--- src/rtl/assert_macros.svh ---
// ----------------------------------------------------------------------------
// Assertion macros
// Concurrent assertion wrappers; empty when SYNTHESIS is defined.
// ----------------------------------------------------------------------------
`ifndef ASSERT_MACROS_SVH
`define ASSERT_MACROS_SVH

`ifndef SYNTHESIS

// prop must hold at every clock edge outside reset
`define ASSERT_HOLDS(lbl, clk, rst, prop, msg) \
  lbl: assert property (@(posedge clk) disable iff (rst) (prop)) else $error(msg);

// cons must hold in the cycle after ante
`define ASSERT_NEXT(lbl, clk, rst, ante, cons, msg) \
  lbl: assert property (@(posedge clk) disable iff (rst) (ante) |=> (cons)) else $error(msg);

`else

`define ASSERT_HOLDS(lbl, clk, rst, prop, msg)
`define ASSERT_NEXT(lbl, clk, rst, ante, cons, msg)

`endif

`endif

--- src/rtl/bmhq_pkg.sv ---
// ----------------------------------------------------------------------------
// bmhq_pkg
// Shared types and constants of the bounded min-heap queue.
// ----------------------------------------------------------------------------
package bmhq_pkg;

  localparam int DEFAULT_CAPACITY = 1024;

  localparam int PRIO_W  = 32;
  localparam int TAG_W   = 32;
  localparam int COUNT_W = 11;
  localparam int LIMIT_W = 11;

  localparam logic [LIMIT_W-1:0] LIMIT_RESET = 11'd1024;

  // APB register map
  localparam int APB_AW = 3;
  localparam int APB_DW = 32;
  localparam logic REG_QUEUE_LIMIT = 1'b0;  // word index, paddr[2]

  // operation codes carried in tuser
  localparam logic FUNC_ENQUEUE = 1'b0;
  localparam logic FUNC_DEQUEUE = 1'b1;

  localparam logic [TAG_W-1:0]         NONE_TAG  = '0;
  localparam logic signed [PRIO_W-1:0] NONE_PRIO = -32'sd1;

  typedef struct packed {
    logic [TAG_W-1:0]         tag;
    logic signed [PRIO_W-1:0] prio;
  } item_t;

  typedef struct packed {
    logic                     removed;
    logic [TAG_W-1:0]         tag;
    logic signed [PRIO_W-1:0] prio;
    logic [COUNT_W-1:0]       count;
  } result_t;

endpackage

--- src/rtl/bmhq_cfg.sv ---
// ----------------------------------------------------------------------------
// bmhq_cfg
// APB register block holding the queue limit.
// ----------------------------------------------------------------------------
module bmhq_cfg (
  input  logic                              clk,
  input  logic                              rst,
  input  logic                              psel,
  input  logic                              penable,
  input  logic                              pwrite,
  input  logic [bmhq_pkg::APB_AW-1:0]       paddr,
  input  logic [bmhq_pkg::APB_DW-1:0]       pwdata,
  output logic [bmhq_pkg::APB_DW-1:0]       prdata,
  output logic                              pready,
  output logic [bmhq_pkg::LIMIT_W-1:0]      queue_limit
);

  logic sel_limit;

  assign pready    = 1'b1;
  assign sel_limit = (paddr[2] == bmhq_pkg::REG_QUEUE_LIMIT);

  always_ff @(posedge clk) begin
    if (rst) begin
      queue_limit <= bmhq_pkg::LIMIT_RESET;
    end else if (psel && penable && pwrite && pready && sel_limit) begin
      queue_limit <= pwdata[bmhq_pkg::LIMIT_W-1:0];
    end
  end

  always_comb begin
    prdata = '0;
    if (sel_limit) begin
      prdata = {{(bmhq_pkg::APB_DW - bmhq_pkg::LIMIT_W){1'b0}}, queue_limit};
    end
  end

endmodule

--- config.mk ---
export PLATFORM = sky130hd
export DESIGN_NAME = bmhq_cfg
export DESIGN_NICKNAME = d
export VERILOG_FILES = /design/src/rtl/assert_macros.svh /design/src/rtl/bmhq_pkg.sv /design/src/rtl/bmhq_cfg.sv
export SDC_FILE = /design/constraint.sdc
export NUM_CORES = 1
export LEC_CHECK = 0
export BUFFER_PORTS_ARGS = -buffer_cell sky130_fd_sc_hd__buf_2
export CELL_PAD_IN_SITES_DETAIL_PLACEMENT = 1
export CELL_PAD_IN_SITES_GLOBAL_PLACEMENT = 2
export CORE_MARGIN = 2
export CORE_UTILIZATION = 14
export CTS_BUF_LIST = sky130_fd_sc_hd__clkbuf_2 sky130_fd_sc_hd__clkbuf_4 sky130_fd_sc_hd__clkbuf_8
export CTS_CLUSTER_DIAMETER = 150
export DETAILED_ROUTE_END_ITERATION = 16
export GPL_TIMING_DRIVEN = 0
export PLACE_DENSITY_LB_ADDON = 0.1
export SYNTH_ARGS = -nofsm -noshare
export SYNTH_HDL_FRONTEND = slang
export SYNTH_SLANG_ARGS = --single-unit
--- constraint.sdc ---
create_clock -name clk -period 0.8 [get_ports clk]
set_input_delay 0.04 -clock clk [delete_from_list [all_inputs] [get_ports clk]]
set_output_delay 0.04 -clock clk [all_outputs]
set_load 0.01 [all_outputs]
---- Word-level counts from Yosys, hierarchy flattened ----
Index checks and enable logic that the tools add are counted.
W data, S select, Z words.
word-level totals
  word-level logic and storage cells ...... 6
  output and inout port bits .............. 44
  register bits after elaboration ......... 11
  input bits .............................. 40
operators by class
  bitwise logic cells ..................... 1
  multiplexer cells ....................... 1
  reductions and logical operators ........ 3
operator list
  kind                 number
  $mux W11             1
  $logic_and A1 B1 Y1  3
  $not A1 Y1           1

---- Depth between registers and ports, before layout ----
  word-level depth ........................ 3
  mapped depth ............................ 3
  depth with buffers taken out ............ 2

---- Worst setup path before layout ----
Ideal clock, no wire load.
  path kind ............................... input -> register
  start point ............................. input paddr[2] in the netlist's numbering
  end point ............................... register queue_limit[0] in the netlist's numbering
  path buffers ............................ 1
  arrival ................................. 661 ps
  stages on the path ...................... 3
  path slack .............................. 67 ps
  library setup time ...................... 72 ps
  required time ........................... 728 ps
  cells stage by stage .................... and4b_4 > buf_12 > mux2i_1
between the ends
  cells in the longest elaborated chain, start to end .. 2
RTL lines
  element               RTL line        source
  start, declared       bmhq_cfg.sv:11  input logic [bmhq_pkg::APB_AW-1:0] paddr,
  $not A1 Y1            bmhq_cfg.sv:21  assign sel_limit = (paddr[2] == bmhq_pkg::REG_QUEUE_LIMIT);
  $logic_and A1 B1 Y1   bmhq_cfg.sv:26  end else if (psel && penable && pwrite && pready && sel_limit) begin
  end signal, assigned  bmhq_cfg.sv:25  queue_limit <= bmhq_pkg::LIMIT_RESET;
  end signal, assigned  bmhq_cfg.sv:27  queue_limit <= pwdata[bmhq_pkg::LIMIT_W-1:0];
  end, declared         bmhq_cfg.sv:15  output logic [bmhq_pkg::LIMIT_W-1:0] queue_limit
Every way passes these cells.
A chain may end at the register's enable or synchronous reset.

---- Final worst setup path ----
  start point ............................. register queue_limit[8] in the netlist's numbering
  end point ............................... output prdata[8] in the netlist's numbering
between the ends
  cells in the longest elaborated chain, start to end .. 1
RTL lines
  element        RTL line        source
  $mux W11       bmhq_cfg.sv:33  if (sel_limit) begin
  end, declared  bmhq_cfg.sv:13  output logic [bmhq_pkg::APB_DW-1:0] prdata,
Every way passes these cells.

==> results.ini <==
[clocking]
clock_path_buffers = 2
insertion_delay_ps = 240
clock_sinks = 11
cts_buffers = 3
ctsHtreeMaxLevel = 1
tritoncts = yes
path_clk_slew_ps = 50
cts_hold_buf = 0
clockRootBuffer = clkbuf_8

[logic_synthesis]
synth_common_cells = 22 x buf_4, 20 x nand2b_1, 11 x dfxtp_1, 11 x mux2i_1, 10 x nor2b_1
syn_inst = 84
ys_ff_latch = 11
ys_warn_count = 0
syn_area_per_cell_um2 = 8.95
ys.flop_type = dfxtp_1
synth_area_um2 = 752
synth_top_area_share_pct = 29.3
synth_edf_count = 0
synth_seq_area_share_pct = 29.3
yosysUniqueCellTypes = 12
yosysMostFrequentCell = buf_4
postSynth.asyncResetShare_pct = 0
synthTopCellsByArea = dfxtp_1 29%, buf_4 22%, nand2b_1 17%, mux2i_1 15%, nor2b_1 8.3%
synth_top_cell_by_area = dfxtp_1

[worst_setup_path]
path_cells = and2b_1 -> buf_2
path_max_fanout = 2
crit_required_ps = 760
cpPeakStageDelay_ps = 310
cp.buffers_inverters = 1
critPathKind = flop to output pin
start_kind = flop
crit_family = flip-flops
crit_slowest_cell = dfxtp_2
cp-end-kind = output pin
arrival_ps = 830

[drt]
routed_wl_um = 2200
vias = 711
dr.pass1.iters = 3
vias_per_cell = 3.13
route.detailed.drc = 0
drt_iter0_markers = 14
wl_per_cell_um = 9.69
antenna_left = 0

[sta]
hold_viol_final = 0
slew_violations = 0
finalSetupViolations = 18
finalClockSkew_ps = 0
fmax_mhz = 1150
worst_slack_ps = -68.0
fin_crit_ps = 868
finalCritPeriodShare_pct = 108
rsz0062_at_grt = true

[pwr]
leakagePower_nw = 0.685
ir_drop_mv = 0.354
power_mw = 1.52
power_density_nw_per_um2 = 1110

[floorplanning]
core_um2 = 5140
die_y_um = 77.3
num_io_pins = 84
start_util_pct = 14.6
die_w_um = 77.3
std_cell_rows = 26
die_area_um2 = 5970

[run_status]
status = finished, violations left
violations = negative setup slack

[global_route]
use_met1_pct = 8.11
grt_overflow = 0
antenna_found_initial = 0
grt-busiest-layer = met2
grtUsageTotal_pct = 7.39
grt_max_degree = 11
grt_pass1_vias = 708
grt_use_met2_pct = 12.8
use_met3_pct = 2.24
grt_pass1_wl_um = 3390

[final_layout]
drive_gt1_share_pct = 59.2
final_area_um2 = 1370
reg_top3 = queue_limit (11)
layout.nets = 198
largest_reg_flops = 11
diodes = 0
regMostFlops = queue_limit
syn2layout_area_growth_pct = 82.4
final_util_pct = 26.7

[placement]
pre_cts_slack_ps = -122
dpl_cell_area_um2 = 1100
portBuffers = 38
gp_congestion = 0.594
hpwl_um = 1620

[job]
max-cap-violations = 0

[worst_hold_path]
hold_path.class = primary input to flop

## logic make-up (layout without fill, tap and decap cells)
kind of cell	Yosys count	count (layout)	share of synthesized area [%]
buffers and inverters	26	79	26.3
flip-flops	11	11	29.3
multiplexers	11	11	14.6
other	2	22	0.999
AND/OR/NAND/NOR	34	34	28.8
## report_power, final
| group | internal, mW | switching [mW] | leakage, nW |
|---|---|---|---|
| Combinational | 0.194 | 0.154 | 0.565 |
| Sequential | 0.563 | 0.00730 | 0.0935 |
| Clock | 0.385 | 0.217 | 0.0262 |
## final timing paths
check	from	end	slack [ps]	cells after the start
worst max-delay path	queue_limit[8]	prdata[8]	-70	2
worst min-delay path	pwdata[2]	queue_limit[2]	60	3
worst max register to register	queue_limit[9]	queue_limit[9]	20	4
worst min register to register	queue_limit[4]	queue_limit[4]	480	2
## per-layer routing
layer | wire, µm | vias to the layer above
met5 | 0 | -
met4 | 36 | 0
met3 | 176 | 4
met2 | 1020 | 39
met1 | 970 | 303
li1 | - | 365
## cells in the final DEF (no fill, tap or decap), drive strengths merged
cell,Yosys,final
mux2i,11,11
conb,2,22
nor2b,10,10
and4b,1,1
buf,24,73
nor2,2,2
clkbuf,2,6
and2b,1,1
dfxtp,11,11
nand2b,20,20
## final cells by class
cell class | instances | area [µm²]
buffer | 26 | 198
clock buffer | 4 | 48.8
fill | 658 | 3770
multi-input combinational | 67 | 439
sequential | 11 | 234
tap | 70 | 87.6
timing repair buffer | 49 | 364
## through the flow
stage	setup TNS [ps]	std cells	hold slack [ps]
final	-687	227	55.3
after global placement	-1070	212	301
after detailed placement	-1150	212	311
after global routing	-1340	227	61.0
after floorplan	0	104	195
after CTS	-932	223	48.0
## tightest hold or removal path: stages
cell	delay, ps
buf_2	100
nand2b_1	60
mux2i_1	60
## what timing repair did
action                                  CTS  global route
endpoints found under the setup margin   11            16
resized for setup                        22            12
buffers inserted                          7             4
(Power assumes the default switching activity.)
